===== src/hdl/ttsam_pkg.sv =====
// Shared types, codes and reset values of the touch-to-screen absolute mapper.
`default_nettype none
package ttsam_pkg;
	localparam int COORD_BITS_DEF = 16;
	localparam int CONTACT_BITS_DEF = 8;
	localparam int CFG_IDX_W = 3;
	localparam int CFG_W = 32;

	localparam logic [CFG_IDX_W-1:0] REG_PAD_X = 3'd0;
	localparam logic [CFG_IDX_W-1:0] REG_PAD_Y = 3'd1;
	localparam logic [CFG_IDX_W-1:0] REG_SCR_X = 3'd2;
	localparam logic [CFG_IDX_W-1:0] REG_SCR_Y = 3'd3;
	localparam logic [CFG_IDX_W-1:0] REG_DESK_X = 3'd4;
	localparam logic [CFG_IDX_W-1:0] REG_DESK_Y = 3'd5;
	localparam logic [CFG_IDX_W-1:0] REG_CTRL = 3'd6;

	localparam logic [31:0] PAD_X_RST = 32'd190316544;
	localparam logic [31:0] PAD_Y_RST = 32'd123142144;
	localparam logic [31:0] SCR_X_RST = 32'd125829120;
	localparam logic [31:0] SCR_Y_RST = 32'd70778880;
	localparam logic [31:0] DESK_X_RST = 32'd125829120;
	localparam logic [31:0] DESK_Y_RST = 32'd70778880;
	localparam logic [4:0] CTRL_RST = 5'd6;

	localparam logic [1:0] EV_MOVE = 2'd0;
	localparam logic [1:0] EV_LEFT = 2'd1;
	localparam logic [1:0] EV_RIGHT = 2'd2;

	localparam logic [1:0] FN_NONE = 2'd0;
	localparam logic [1:0] FN_LIFT = 2'd1;
	localparam logic [1:0] FN_DOWN = 2'd2;

	localparam logic [15:0] NORM_MAX = 16'hFFFF;

	typedef struct packed {
		logic [31:0] pad_x;
		logic [31:0] pad_y;
		logic [31:0] scr_x;
		logic [31:0] scr_y;
		logic [31:0] desk_x;
		logic [31:0] desk_y;
		logic [4:0]  ctrl;
	} cfg_t;

	typedef struct packed {
		logic        move;
		logic [15:0] cl_x;
		logic [15:0] cl_y;
		logic        l_ev;
		logic        l_lvl;
		logic        r_ev;
		logic        r_lvl;
	} job_t;

	typedef struct packed {
		logic [1:0]  kind;
		logic [15:0] nx;
		logic [15:0] ny;
		logic        pressed;
		logic        last;
	} res_t;
endpackage
`default_nettype wire


===== src/hdl/ttsam_fifo.sv =====
// Two-entry queue used between the front and back parts and at the result side.
`default_nettype none
module ttsam_fifo #(
	parameter int WIDTH = 1
) (
	input  wire logic             clk,
	input  wire logic             arst_n,
	input  wire logic             push,
	input  wire logic [WIDTH-1:0] wdata,
	output logic                  full,
	input  wire logic             pop,
	output logic [WIDTH-1:0]      rdata,
	output logic                  empty
);
	logic [WIDTH-1:0] mem_q [2];
	logic             wp_q, rp_q;
	logic [1:0]       cnt_q;
	logic             do_push, do_pop;

	assign full = (cnt_q == 2'd2);
	assign empty = (cnt_q == 2'd0);
	assign do_push = push & ~full;
	assign do_pop = pop & ~empty;
	assign rdata = mem_q[rp_q];

	always_ff @(posedge clk) begin
		if (do_push) begin
			mem_q[wp_q] <= wdata;
		end
	end

	always_ff @(posedge clk or negedge arst_n) begin
		if (!arst_n) begin
			wp_q <= 1'b0;
			rp_q <= 1'b0;
			cnt_q <= 2'd0;
		end else begin
			if (do_push) begin
				wp_q <= ~wp_q;
			end
			if (do_pop) begin
				rp_q <= ~rp_q;
			end
			if (do_push && !do_pop) begin
				cnt_q <= cnt_q + 2'd1;
			end else if (do_pop && !do_push) begin
				cnt_q <= cnt_q - 2'd1;
			end
		end
	end

`ifndef NO_ASSERTIONS
	a_cnt_range: assert property (@(posedge clk) disable iff (!arst_n) cnt_q != 2'd3)
		else $error("queue count out of range");
	a_cnt_up: assert property (@(posedge clk) disable iff (!arst_n)
		(do_push && !do_pop) |=> cnt_q == $past(cnt_q) + 2'd1)
		else $error("queue count did not rise on push");
	a_cnt_down: assert property (@(posedge clk) disable iff (!arst_n)
		(do_pop && !do_push) |=> cnt_q == $past(cnt_q) - 2'd1)
		else $error("queue count did not fall on pop");
`endif
endmodule
`default_nettype wire


===== src/hdl/ttsam_front.sv =====
// Front part: contact lock, sample tracking, clamping and button edge decisions.
`default_nettype none
module ttsam_front #(
	parameter int COORD_BITS = ttsam_pkg::COORD_BITS_DEF,
	parameter int CONTACT_BITS = ttsam_pkg::CONTACT_BITS_DEF
) (
	input  wire logic                    clk,
	input  wire logic                    arst_n,
	input  wire ttsam_pkg::cfg_t         cfg,
	input  wire logic                    push,
	input  wire logic [CONTACT_BITS-1:0] contact_id,
	input  wire logic                    tip_down,
	input  wire logic                    x_present,
	input  wire logic [COORD_BITS-1:0]   x_sample,
	input  wire logic                    y_present,
	input  wire logic [COORD_BITS-1:0]   y_sample,
	input  wire logic                    left_key_down,
	input  wire logic                    right_key_down,
	input  wire logic                    jfull,
	output logic                         jpush,
	output ttsam_pkg::job_t              job
);
	logic                    lock_q, lock_n;
	logic [CONTACT_BITS-1:0] lc_q, lc_n;
	logic                    xv_q, xv_n, yv_q, yv_n;
	logic [COORD_BITS-1:0]   x_q, x_n, y_q, y_n;
	logic                    left_q, right_q;
	logic                    accept, pass, act, want_l, want_r;
	logic [1:0]              fn;

	function automatic logic [15:0] clamp(input logic [31:0] raw, input logic [31:0] pad);
		logic [31:0] mn, mx;
		mn = {16'b0, pad[15:0]};
		mx = {16'b0, pad[31:16]};
		if (raw < mn) begin
			clamp = pad[15:0];
		end else if (raw > mx) begin
			clamp = pad[31:16];
		end else begin
			clamp = raw[15:0];
		end
	endfunction

	assign accept = push & ~jfull;
	assign fn = cfg.ctrl[1:0];

	always_comb begin
		lock_n = lock_q;
		lc_n = lc_q;
		if (tip_down) begin
			if (!lock_q) begin
				lock_n = 1'b1;
				lc_n = contact_id;
			end
		end else if (lock_q && lc_q == contact_id) begin
			lock_n = 1'b0;
		end
		pass = !(lock_n && lc_n != contact_id);
		xv_n = xv_q | (pass & x_present);
		yv_n = yv_q | (pass & y_present);
		x_n = (pass && x_present) ? x_sample : x_q;
		y_n = (pass && y_present) ? y_sample : y_q;
		act = pass & cfg.ctrl[4];
		if (cfg.ctrl[2]) begin
			priority if (fn == ttsam_pkg::FN_DOWN) begin
				want_l = left_key_down;
			end else if (fn == ttsam_pkg::FN_LIFT) begin
				want_l = tip_down & ~left_key_down;
			end else begin
				want_l = tip_down;
			end
		end else begin
			want_l = (fn == ttsam_pkg::FN_NONE) & tip_down;
		end
		want_r = cfg.ctrl[3] & right_key_down;
		job.move = xv_n & yv_n & tip_down;
		job.cl_x = clamp({{(32-COORD_BITS){1'b0}}, x_n}, cfg.pad_x);
		job.cl_y = clamp({{(32-COORD_BITS){1'b0}}, y_n}, cfg.pad_y);
		job.l_ev = want_l != left_q;
		job.l_lvl = want_l;
		job.r_ev = want_r != right_q;
		job.r_lvl = want_r;
	end

	assign jpush = accept & act & (job.move | job.l_ev | job.r_ev);

	always_ff @(posedge clk or negedge arst_n) begin
		if (!arst_n) begin
			lock_q <= 1'b0;
			lc_q <= '0;
			xv_q <= 1'b0;
			yv_q <= 1'b0;
			x_q <= '0;
			y_q <= '0;
			left_q <= 1'b0;
			right_q <= 1'b0;
		end else if (accept) begin
			lock_q <= lock_n;
			lc_q <= lc_n;
			xv_q <= xv_n;
			yv_q <= yv_n;
			x_q <= x_n;
			y_q <= y_n;
			if (act) begin
				left_q <= want_l;
				right_q <= want_r;
			end
		end
	end
endmodule
`default_nettype wire


===== src/hdl/ttsam_back.sv =====
// Back part: scaling and normalisation through a shared divider, then result issue.
`default_nettype none
module ttsam_back (
	input  wire logic            clk,
	input  wire logic            arst_n,
	input  wire ttsam_pkg::cfg_t cfg,
	input  wire logic            jempty,
	input  wire ttsam_pkg::job_t jdata,
	output logic                 jpop,
	input  wire logic            ofull,
	output logic                 opush,
	output ttsam_pkg::res_t      odata
);
	typedef enum logic [2:0] {
		S_IDLE, S_MUL, S_DSET, S_DIV, S_ADJ1, S_ADJ2, S_EMIT
	} state_t;

	state_t             st_q;
	ttsam_pkg::job_t    job_q;
	logic               axis_q, phase2_q, neg_q;
	logic               mv_p_q, l_p_q, r_p_q;
	logic signed [33:0] p_q;
	logic [15:0]        dsr_q, rem_q, nx_q, ny_q;
	logic [31:0]        div_q;
	logic [5:0]         cnt_q;
	logic signed [34:0] a_q;

	logic [31:0]        pad, scr, desk;
	logic [15:0]        cl, wdiv, dw, res_v;
	logic signed [16:0] d_s, sw_s, wdiff;
	logic signed [33:0] prod, pabs;
	logic [16:0]        rem_t;
	logic               ge;
	logic [15:0]        rem_n;
	logic [31:0]        div_n;
	logic signed [34:0] s0x, d0x, qx, a_n;
	logic signed [50:0] a51, num;
	logic [50:0]        lim;
	logic               emit_last;

	assign pad = axis_q ? cfg.pad_y : cfg.pad_x;
	assign scr = axis_q ? cfg.scr_y : cfg.scr_x;
	assign desk = axis_q ? cfg.desk_y : cfg.desk_x;
	assign cl = axis_q ? job_q.cl_y : job_q.cl_x;

	always_comb begin
		d_s = signed'({1'b0, cl}) - signed'({1'b0, pad[15:0]});
		sw_s = signed'({scr[31], scr[31:16]}) - signed'({scr[15], scr[15:0]});
		prod = d_s * sw_s;
		wdiff = signed'({1'b0, pad[31:16]}) - signed'({1'b0, pad[15:0]});
		wdiv = (wdiff <= 0) ? 16'd1 : wdiff[15:0];
		pabs = p_q[33] ? -p_q : p_q;
		rem_t = {rem_q, div_q[31]};
		ge = rem_t >= {1'b0, dsr_q};
		rem_n = ge ? 16'(rem_t - {1'b0, dsr_q}) : rem_t[15:0];
		div_n = {div_q[30:0], ge};
		s0x = {{19{scr[15]}}, scr[15:0]};
		d0x = {{19{desk[15]}}, desk[15:0]};
		qx = {3'b0, div_q};
		a_n = (neg_q ? s0x - qx : s0x + qx) - d0x;
		a51 = {{16{a_q[34]}}, a_q};
		num = (a51 <<< 16) - a51;
		dw = (desk[31] || desk[31:16] == 16'd0) ? 16'd1 : desk[31:16];
		lim = {19'b0, dw, 16'b0};
		res_v = div_n[15:0];
	end

	assign jpop = (st_q == S_IDLE) && !jempty;
	assign opush = (st_q == S_EMIT) && !ofull && (mv_p_q || l_p_q || r_p_q);

	always_comb begin
		odata.nx = 16'd0;
		odata.ny = 16'd0;
		odata.pressed = 1'b0;
		if (mv_p_q) begin
			odata.kind = ttsam_pkg::EV_MOVE;
			odata.nx = nx_q;
			odata.ny = ny_q;
			emit_last = !(l_p_q || r_p_q);
		end else if (l_p_q) begin
			odata.kind = ttsam_pkg::EV_LEFT;
			odata.pressed = job_q.l_lvl;
			emit_last = !r_p_q;
		end else begin
			odata.kind = ttsam_pkg::EV_RIGHT;
			odata.pressed = job_q.r_lvl;
			emit_last = 1'b1;
		end
		odata.last = emit_last;
	end

	always_ff @(posedge clk or negedge arst_n) begin
		if (!arst_n) begin
			st_q <= S_IDLE;
			job_q <= '0;
			mv_p_q <= 1'b0;
			l_p_q <= 1'b0;
			r_p_q <= 1'b0;
			axis_q <= 1'b0;
			phase2_q <= 1'b0;
			neg_q <= 1'b0;
			p_q <= '0;
			div_q <= '0;
			rem_q <= '0;
			dsr_q <= '0;
			nx_q <= '0;
			ny_q <= '0;
			a_q <= '0;
			cnt_q <= '0;
		end else begin
			unique case (st_q)
				S_IDLE: begin
					if (!jempty) begin
						job_q <= jdata;
						mv_p_q <= jdata.move;
						l_p_q <= jdata.l_ev;
						r_p_q <= jdata.r_ev;
						axis_q <= 1'b0;
						st_q <= jdata.move ? S_MUL : S_EMIT;
					end
				end
				S_MUL: begin
					p_q <= prod;
					neg_q <= prod[33];
					st_q <= S_DSET;
				end
				S_DSET: begin
					div_q <= pabs[31:0];
					rem_q <= 16'd0;
					dsr_q <= wdiv;
					cnt_q <= 6'd32;
					phase2_q <= 1'b0;
					st_q <= S_DIV;
				end
				S_DIV: begin
					div_q <= div_n;
					rem_q <= rem_n;
					cnt_q <= cnt_q - 6'd1;
					if (cnt_q == 6'd1) begin
						if (!phase2_q) begin
							st_q <= S_ADJ1;
						end else if (!axis_q) begin
							nx_q <= res_v;
							axis_q <= 1'b1;
							st_q <= S_MUL;
						end else begin
							ny_q <= res_v;
							st_q <= S_EMIT;
						end
					end
				end
				S_ADJ1: begin
					a_q <= a_n;
					st_q <= S_ADJ2;
				end
				S_ADJ2: begin
					if (a_q[34] || a_q == '0 || num >= signed'(lim)) begin
						if (!axis_q) begin
							nx_q <= a_q[34] || a_q == '0 ? 16'd0 : ttsam_pkg::NORM_MAX;
							axis_q <= 1'b1;
							st_q <= S_MUL;
						end else begin
							ny_q <= a_q[34] || a_q == '0 ? 16'd0 : ttsam_pkg::NORM_MAX;
							st_q <= S_EMIT;
						end
					end else begin
						div_q <= {num[15:0], 16'b0};
						rem_q <= num[31:16];
						dsr_q <= dw;
						cnt_q <= 6'd16;
						phase2_q <= 1'b1;
						st_q <= S_DIV;
					end
				end
				S_EMIT: begin
					if (!ofull) begin
						if (mv_p_q) begin
							mv_p_q <= 1'b0;
						end else if (l_p_q) begin
							l_p_q <= 1'b0;
						end else begin
							r_p_q <= 1'b0;
						end
						if (emit_last) begin
							st_q <= S_IDLE;
						end
					end
				end
				default: st_q <= S_IDLE;
			endcase
		end
	end

`ifndef NO_ASSERTIONS
	a_pop_idle: assert property (@(posedge clk) disable iff (!arst_n)
		jpop |=> (st_q == S_MUL || st_q == S_EMIT))
		else $error("job taken without starting work");
	a_div_cnt: assert property (@(posedge clk) disable iff (!arst_n)
		(st_q == S_DIV) |-> cnt_q != 6'd0)
		else $error("divider running with no steps left");
	a_emit_pend: assert property (@(posedge clk) disable iff (!arst_n)
		(st_q == S_EMIT) |-> (mv_p_q || l_p_q || r_p_q))
		else $error("issue state with nothing pending");
	a_push_space: assert property (@(posedge clk) disable iff (!arst_n)
		opush |-> !ofull)
		else $error("result pushed into full queue");
`endif
endmodule
`default_nettype wire


===== src/hdl/touch_to_screen_absolute_mapper_top.sv =====
// Top level of the touch-to-screen absolute mapper: registers, queues and the two parts.
//
//  Channel   Handshake               Payload
//  input     push / full             contact_id, tip_down, x/y_present, x/y_sample, keys
//  result    empty / pop             event_kind, norm_x, norm_y, pressed, last_of_run
//  config    cfg_we                  cfg_addr, cfg_data
//
// A report that gives no move goes from the job queue straight to result issue. A report
// with a move keeps the back part busy: it takes the item, then per axis runs a multiply,
// a set-up step, a 32-step quotient, an offset step and a range check, plus a 16-step
// quotient unless the point lies off the desktop, and then issues one result per cycle while
// the result queue has room; the quotients all go through the single one-bit-per-cycle divider.
// Asynchronous active-low reset clears the lock, the kept samples, the button levels and
// both queues, and loads the register defaults. The front part takes a new report while the
// back part works, until the two-entry job queue is full; results wait in their own queue.
`default_nettype none
module touch_to_screen_absolute_mapper_top #(
	parameter int COORD_BITS = ttsam_pkg::COORD_BITS_DEF,
	parameter int CONTACT_BITS = ttsam_pkg::CONTACT_BITS_DEF
) (
	input  wire logic                            clk,
	input  wire logic                            arst_n,
	input  wire logic                            cfg_we,
	input  wire logic [ttsam_pkg::CFG_IDX_W-1:0] cfg_addr,
	input  wire logic [ttsam_pkg::CFG_W-1:0]     cfg_data,
	input  wire logic                            push,
	output logic                                 full,
	input  wire logic [CONTACT_BITS-1:0]         contact_id,
	input  wire logic                            tip_down,
	input  wire logic                            x_present,
	input  wire logic [COORD_BITS-1:0]           x_sample,
	input  wire logic                            y_present,
	input  wire logic [COORD_BITS-1:0]           y_sample,
	input  wire logic                            left_key_down,
	input  wire logic                            right_key_down,
	output logic                                 empty,
	input  wire logic                            pop,
	output logic [1:0]                           event_kind,
	output logic [15:0]                          norm_x,
	output logic [15:0]                          norm_y,
	output logic                                 pressed,
	output logic                                 last_of_run
);
	ttsam_pkg::cfg_t cfg_q;
	ttsam_pkg::job_t job_in, job_out;
	ttsam_pkg::res_t res_in, res_out;
	logic            jpush, jfull, jpop, jempty, opush, ofull;

	// Configuration registers; writes to indexes beyond the list are dropped.
	always_ff @(posedge clk or negedge arst_n) begin
		if (!arst_n) begin
			cfg_q.pad_x <= ttsam_pkg::PAD_X_RST;
			cfg_q.pad_y <= ttsam_pkg::PAD_Y_RST;
			cfg_q.scr_x <= ttsam_pkg::SCR_X_RST;
			cfg_q.scr_y <= ttsam_pkg::SCR_Y_RST;
			cfg_q.desk_x <= ttsam_pkg::DESK_X_RST;
			cfg_q.desk_y <= ttsam_pkg::DESK_Y_RST;
			cfg_q.ctrl <= ttsam_pkg::CTRL_RST;
		end else if (cfg_we) begin
			case (cfg_addr)
				ttsam_pkg::REG_PAD_X:  cfg_q.pad_x <= cfg_data;
				ttsam_pkg::REG_PAD_Y:  cfg_q.pad_y <= cfg_data;
				ttsam_pkg::REG_SCR_X:  cfg_q.scr_x <= cfg_data;
				ttsam_pkg::REG_SCR_Y:  cfg_q.scr_y <= cfg_data;
				ttsam_pkg::REG_DESK_X: cfg_q.desk_x <= cfg_data;
				ttsam_pkg::REG_DESK_Y: cfg_q.desk_y <= cfg_data;
				ttsam_pkg::REG_CTRL:   cfg_q.ctrl <= cfg_data[4:0];
				default: ;
			endcase
		end
	end

	assign full = jfull;

	ttsam_front #(
		.COORD_BITS(COORD_BITS),
		.CONTACT_BITS(CONTACT_BITS)
	) u_front (
		.clk(clk),
		.arst_n(arst_n),
		.cfg(cfg_q),
		.push(push),
		.contact_id(contact_id),
		.tip_down(tip_down),
		.x_present(x_present),
		.x_sample(x_sample),
		.y_present(y_present),
		.y_sample(y_sample),
		.left_key_down(left_key_down),
		.right_key_down(right_key_down),
		.jfull(jfull),
		.jpush(jpush),
		.job(job_in)
	);

	ttsam_fifo #(.WIDTH($bits(ttsam_pkg::job_t))) u_jobq (
		.clk(clk),
		.arst_n(arst_n),
		.push(jpush),
		.wdata(job_in),
		.full(jfull),
		.pop(jpop),
		.rdata(job_out),
		.empty(jempty)
	);

	ttsam_back u_back (
		.clk(clk),
		.arst_n(arst_n),
		.cfg(cfg_q),
		.jempty(jempty),
		.jdata(job_out),
		.jpop(jpop),
		.ofull(ofull),
		.opush(opush),
		.odata(res_in)
	);

	ttsam_fifo #(.WIDTH($bits(ttsam_pkg::res_t))) u_resq (
		.clk(clk),
		.arst_n(arst_n),
		.push(opush),
		.wdata(res_in),
		.full(ofull),
		.pop(pop),
		.rdata(res_out),
		.empty(empty)
	);

	assign event_kind = res_out.kind;
	assign norm_x = res_out.nx;
	assign norm_y = res_out.ny;
	assign pressed = res_out.pressed;
	assign last_of_run = res_out.last;
endmodule
`default_nettype wire

===== config.mk =====
export PLATFORM = sky130hd
export DESIGN_NAME = touch_to_screen_absolute_mapper_top
export DESIGN_NICKNAME = d
export VERILOG_FILES = /design/src/hdl/ttsam_pkg.sv /design/src/hdl/ttsam_fifo.sv /design/src/hdl/ttsam_front.sv /design/src/hdl/ttsam_back.sv /design/src/hdl/touch_to_screen_absolute_mapper_top.sv
export SDC_FILE = /design/constraint.sdc
export NUM_CORES = 2
export LEC_CHECK = 0
export BUFFER_PORTS_ARGS = -buffer_cell sky130_fd_sc_hd__clkbuf_2
export CORE_ASPECT_RATIO = 1.4
export CORE_MARGIN = 10
export CORE_UTILIZATION = 30
export DETAILED_ROUTE_END_ITERATION = 12
export PLACE_DENSITY = 0.48
export SLEW_MARGIN = 20
export SYNTH_ARGS = -nofsm -noshare
export SYNTH_HDL_FRONTEND = slang
export SYNTH_SLANG_ARGS = --single-unit
export TNS_END_PERCENT = 1

===== constraint.sdc =====
create_clock -name clk -period 28.5 [get_ports clk]
set_clock_uncertainty 0.05 [all_clocks]
set_input_delay 2.85 -clock clk [delete_from_list [all_inputs] [get_ports clk]]
set_output_delay 2.85 -clock clk [all_outputs]
set_load 0.005 [all_outputs]

After elaboration in Yosys (flattened, before gate mapping)
Memory sizes are Yosys's and may differ from the RTL's.
Cells that the tools add are included.
{"block": "classes", "addsub": 14, "mul": 1, "magnitude_cmp": 7, "eq_ne": 34, "muxes": 86, "n_bitwise": 28, "n_reduce_logical": 58}
{"operator": "$mux W16", "count": 23}
{"operator": "$mux W32", "count": 6}
{"operator": "$pmux W16 S2", "count": 3}
{"operator": "$pmux W32 S3", "count": 1}
{"operator": "$ge A51 B33 Y1", "count": 1}
{"operator": "$sub A16 B16 Y17", "count": 3}
{"operator": "$sub A51 B35 Y51", "count": 1}
{"operator": "$pmux W16 S3", "count": 1}
{"operator": "$logic_not A35 Y1", "count": 1}
{"operator": "$mux W35", "count": 1}
{"operator": "$sub A35 B16 Y35", "count": 1}
{"operator": "$add A16 B33 Y34", "count": 1}
{"operator": "$mul A17 B17 Y34", "count": 1}
{"operator": "$sub A16 B33 Y34", "count": 1}
{"operator": "$gt A16 B16 Y1", "count": 2}
{"operator": "$lt A16 B16 Y1", "count": 2}
{"operator": "$neg A32 Y32", "count": 1}
{"operator": "$mux W1", "count": 27}
{"operator": "$mux W3", "count": 8}
{"operator": "$reduce_and A2 Y1", "count": 11}
{"operator": "$pmux W3 S7", "count": 1}
{"operator": "$eq A3 B3 Y1 const B", "count": 6}
{"operator": "$pmux W6 S3", "count": 1}
{"operator": "$ge A17 B16 Y1", "count": 1}
{"operator": "35 further kinds", "count": 123}
{"block": "word_totals", "register_bits": 464, "ramBits": 146, "input_bits": 85, "out_inout_bits": 38, "elab_cells": 270, "mem_count": 2}
{"memory": "u_jobq.mem_q", "words": 2, "width": 37, "rd": 1, "rd_ports_with_merged_regs": 0, "wr": 1, "line": "ttsam_fifo.sv:15", "text": "logic [WIDTH-1:0] mem_q [2];"}
{"memory": "u_resq.mem_q", "words": 2, "width": 36, "rd": 1, "rd_ports_with_merged_regs": 0, "wr": 1, "line": "ttsam_fifo.sv:15"}

Longest topological paths before layout
{"block": "logic_depth", "ltp_word": 18, "mapped_depth": 45}

Modules after synthesis
Synthesis repeated with hierarchy kept, for this count alone.
{"block": "unflattened", "hier_cells": 4832, "hier_area_um2": 49737.7}
{"module": "ttsam_back", "n_inst": 1, "cells_each": 3674, "area_each_um2": 31692.9}
{"module": "touch_to_screen_absolute_mapper_top", "n_inst": 1, "cells_each": 423, "area_each_um2": 7493.4}
{"module": "ttsam_front", "n_inst": 1, "cells_each": 470, "area_each_um2": 4658.2}
{"module": "ttsam_fifo at u_jobq", "n_inst": 1, "cells_each": 134, "area_each_um2": 2949.1}
{"module": "ttsam_fifo at u_resq", "n_inst": 1, "cells_each": 131, "area_each_um2": 2944.1}

Worst setup path before layout
No wires, ideal clock.
{"block": "synth_timing", "path_kind": "reg2reg", "from": "register u_back.axis_q", "to": "register u_back.p_q[33]", "arrival_time_ns": 11.162, "setup_slack_ns": 17.157, "path_stages_with_launch": 44, "synth_period_minus_slack_ns": 11.343, "path_cell_list": "dfrtp_1 clkbuf_1 clkbuf_1 clkbuf_1 clkbuf_1 buf_1 mux2i_1 ha_1 fa_1 nor2b_1 o21ai_0 a21boi_0 o21ai_0 a21boi_0 o2111ai_1 a31oi_1 nand3_1 and3_1 [8 not listed] inv_1 fa_1 fa_1 inv_1 fa_1 inv_1 ha_1 and4_1 and3_1 o211ai_1 o22ai_1 o41ai_1 o21ai_0 o31a_1 or4_1 a31oi_1 xnor2_1 o21ai_1"}
{"block": "synth_between", "elab_chain_len": 3, "elab_cells_between_ends": 6, "cone_classes": "2 x add/sub; 1 x mul; 3 x mux"}
{"item": "start, declared", "line": "ttsam_back.sv:20", "text": "logic axis_q, phase2_q, neg_q;"}
{"item": "start signal, assigned", "line": "ttsam_back.sv:99", "text": "axis_q <= 1'b0;"}
{"item": "start signal, assigned", "line": "ttsam_back.sv:118", "text": "axis_q <= 1'b0;"}
{"item": "start signal, assigned", "line": "ttsam_back.sv:144", "text": "axis_q <= 1'b1;"}
{"item": "$mux W16, or another cell as far along", "line": "ttsam_back.sv:44", "text": "assign cl = axis_q ? job_q.cl_y : job_q.cl_x;"}
{"item": "$sub A16 B16 Y17 (on tied branches)", "line": "ttsam_back.sv:47, ttsam_back.sv:48"}
{"item": "$mul A17 B17 Y34 (*)", "line": "ttsam_back.sv:49", "text": "prod = d_s * sw_s;"}
{"item": "end signal, assigned", "line": "ttsam_back.sv:123", "text": "p_q <= prod;"}
{"item": "end, declared", "line": "ttsam_back.sv:22", "text": "logic signed [33:0] p_q;"}
Every way passes the cells marked *; elsewhere a longest branch is shown, timed or not.
A chain may end at the register's enable or synchronous reset.

Final worst setup path
Same ends and word-level chain as after synthesis.

==> key figures <==
Worst setup path
  • Crit-path slowest cell: dfrtp_4
  • Crit path launch: u_back.axis_q
  • Worst-path maximum fanout: between 60 and 70
  • R2R Path Start: u_back.axis_q
  • R2R depth: 34
  • Reg-to-Reg End: u_back.p_q[33]
  • Critical Path AT: 12590 ps
  • Reg-to-reg slack, setup: 16380 ps
  • Critical path required time: around 29000 ps
  • Most common cell on crit path: fa_1
  • Slowest Stage Delay on Critical Path: 960 ps
  • Startpoint types: flip-flop
  • Worst Setup End Kind: flip-flop
  • WS Path Type: flip-flop to flip-flop

Cells and area
  • Multi-input logic area: between 30000 and 40000 µm²
  • Register area: around 16000 µm²
  • Share of cells above drive strength 1: between 10 and 15%
  • Filler cells: roughly 17k
  • Area Growth Syn to Fin: 11.42%
  • Final layout net count: 5802
  • Post-Layout Inst Area: ~55000 µm²

Placement
  • DP Area: approximately 52000 µm²
  • HPWL after detailed placement: ~120 mm
  • IO Port Bufs: about 120
  • RePlAce Congestion: roughly 0.9
  • Post-Place Worst Slack: around 17000 ps

STA
  • Worst-case headroom to the max-slew limit: between 10% and 20%
  • Crit share post-route: around 43%
  • Slew @ Worst Pin: 1193 ps
  • Final setup margin: 16380 ps
  • Final setup vio count: 0
  • Final Hold Vio Count: 0
  • Clock period minus worst slack: ~12000 ps
  • Fmax: 0.08249 GHz
  • Setup TNS: 0 ps
  • Final slew viol count: 0
  • RSZ-0062 raised after global routing: no

Clocking
  • Reg clk slew, reported paths: 60 ps
  • # Post-CTS Setup Buffers: 0
  • Post-cts sizing count: 0
  • Clock Sinks: a little over 600
  • Clk buf depth: 3
  • CTS tree: done
  • CTS Hold Buffers Added: 0
  • Cts bufs inserted: 73
  • Worst skew pair latency: 700 ps
  • Root Driver: clkbuf_16
  • H-tree lvl count: 3

Floorplanning
  • Top-level I/O count: about 120
  • Initial Util: between 30% and 40%
  • Die width: approximately 360 µm
  • Die area: 180700 µm²
  • Die height: roughly 500 µm
  • # rows: around 180
  • Core box area: 162700 µm²

Logic synthesis
  • Asr flop ratio synth: 75.99%
  • Yosys warns: 0
  • Yosys reg bits: around 610
  • Synth area leader: dfrtp_1
  • Post-Synth Adder-Cell Area: a little over a fifth
  • Synth Area in Simple Gates: between 10% and 20%
  • Top FF cell, synth: dfrtp_1
  • Synthesized cell area: 49150 µm²
  • Syn_nets: 5731
  • Seq/Total Area, Yosys: about a third
  • Mux cell area share after synthesis: roughly an eighth
  • Synth area leaders: dfrtp_1, fa_1, edfxtp_1, ha_1, mux2_2
  • Post-synth EDFFs: 146
  • Mapped Avg Cell Area: 9.813 µm²
  • Post-Synth XOR/XNOR Area: approximately 4.6%
  • Synth cell types: 95
  • Main combinational cell family by area after synthesis: adder cells
  • Synth Area in Compound Gates: 11.91%
  • Share of the synthesized area in the top cell type: between 20 and 25%
  • Cells after synthesis: roughly 5.0k

Detailed routing
  • DR vias: 36.63k
  • WL final: around 160 mm
  • Wirelength per Cell: around 22 µm
  • DRT Pass-1 Iters: 6
  • Drt initial violations: 2126
  • Vias per cell: roughly 5.0
  • Antenna viol nets, final: 0
  • # DRC: 0

GRT
  • Largest net degree at the start of global routing: approximately 130
  • Initial antenna violation count: 15
  • Global route overflow: 0
  • First-pass GRT wire length: around 240 mm
  • Vias in the first global route: 38.23k
  • Total track usage: between 10% and 20%

Job
  • Max-cap viol count: 0

Worst hold path
  • WHS Endpoint: u_front.yv_q
  • Hold Crit Depth: 2
  • Hold WC Path Type: flip-flop to flip-flop
  • Origin of the worst min-delay path: u_front.yv_q

Status
  • Status: finished clean
through the flow:
| stage | std cells | utilization (%) | hold WS [ps] |
|---|---|---|---|
| floorplan | 5009 | - | 364.6 |
| global placement | 7129 | 32.13 | 378.2 |
| detailed placement | 7129 | 32.13 | 385.5 |
| CTS | 7263 | 33.65 | 400.9 |
| global route | 7264 | 33.67 | 433.4 |
| finish | 7264 | 33.67 | 394.2 |
cells by family after synthesis:
logic type,Yosys count
other,1
adder cells (fa/ha/maj),637
multiplexers,518
AND/OR/NAND/NOR,1308
flip-flops,608
XOR/XNOR,260
buffers and inverters,738
AO/OA/AOI/OAI,939
how the worst max path moves through the flow:
| stage | to |
|---|---|
| 5_1_grt | u_back.p_q[33] |
| 4_1_cts | u_back.p_q[33] |
| 2_1_floorplan | u_back.p_q[33] |
| 3_3_place_gp | u_back.p_q[33] |
| 3_5_place_dp | u_back.p_q[33] |
| 6_report | u_back.p_q[33] |
metal layers:
layer  GRT usage [%]  up-vias  wire, µm
met1           20.89    18420     65470
met2           30.97      685     80120
met5               0        -        24
met4           6.810        4      6196
met3           1.944      248      5358
li1                -    17270         -
synthesized netlist by cell type (82+ instances only):
cell,count
xor2_1,105
edfxtp_1,146
a21o_1,82
a21oi_1,181
clkbuf_1,160
dfrtp_1,430
nand2_1,552
mux2_2,284
nor2_1,269
inv_1,544
o21ai_0,341
fa_1,302
ha_1,335
mux2i_1,189
xnor2_1,155
cells in the final DEF, fill, tap and decap left out, types with 61 or more instances in the layout:
master	Yosys	routed
clkbuf_16	0	75
buf_4	0	66
fa_1	302	302
xnor2_1	155	154
edfxtp_1	146	146
dfrtp_1	430	426
mux2_2	284	284
and2_1	81	78
inv_1	544	544
xor2_1	105	103
nor2_1	269	266
mux2i_1	189	188
ha_1	335	335
a21o_1	82	82
nand2b_1	62	61
nand2_1	552	551
clkbuf_2	0	121
a21oi_1	181	180
o21ai_0	341	340
registers in the layout (all words and copies together) (netlist names), 2 cells and up:
signal,flops
cfg_q,197
u_back.a_q,35
u_back.cnt_q,6
u_back.div_q,32
u_back.dsr_q,16
u_back.job_q,34
u_back.nx_q,16
u_back.ny_q,16
u_back.p_q,33
u_back.rem_q,16
u_back.st_q,3
u_front.lc_q,8
u_front.x_q,16
u_front.y_q,16
u_jobq.cnt_q,2
u_jobq.mem_q,74
u_resq.cnt_q,2
u_resq.mem_q,72
cell type report:
class	instances	share of cell area, %
inverters	545	3.735
flip-flops and latches	608	29.20
diodes	1	0.004569
clock inverters	39	0.8818
clock buffers	95	3.637
well taps	2124	4.852
multi-input cells	3663	55.61
repair buffers	189	2.074
worst max-delay path, delay by kind of cell (launching register included):
| family | cells | cell delay [ps] |
|---|---|---|
| AO/OA/AOI/OAI | 13 | 3110 |
| XOR/XNOR | 1 | 140 |
| adder cells (fa/ha/maj) | 8 | 3850 |
| buffers and inverters | 4 | 1390 |
| flip-flops | 1 | 960 |
| multiplexers | 1 | 410 |
| AND/OR/NAND/NOR | 7 | 1930 |
Power is left out: the tool's default activity adds up to more than one toggle a clock period on the data nets, which glitch-free logic cannot reach.
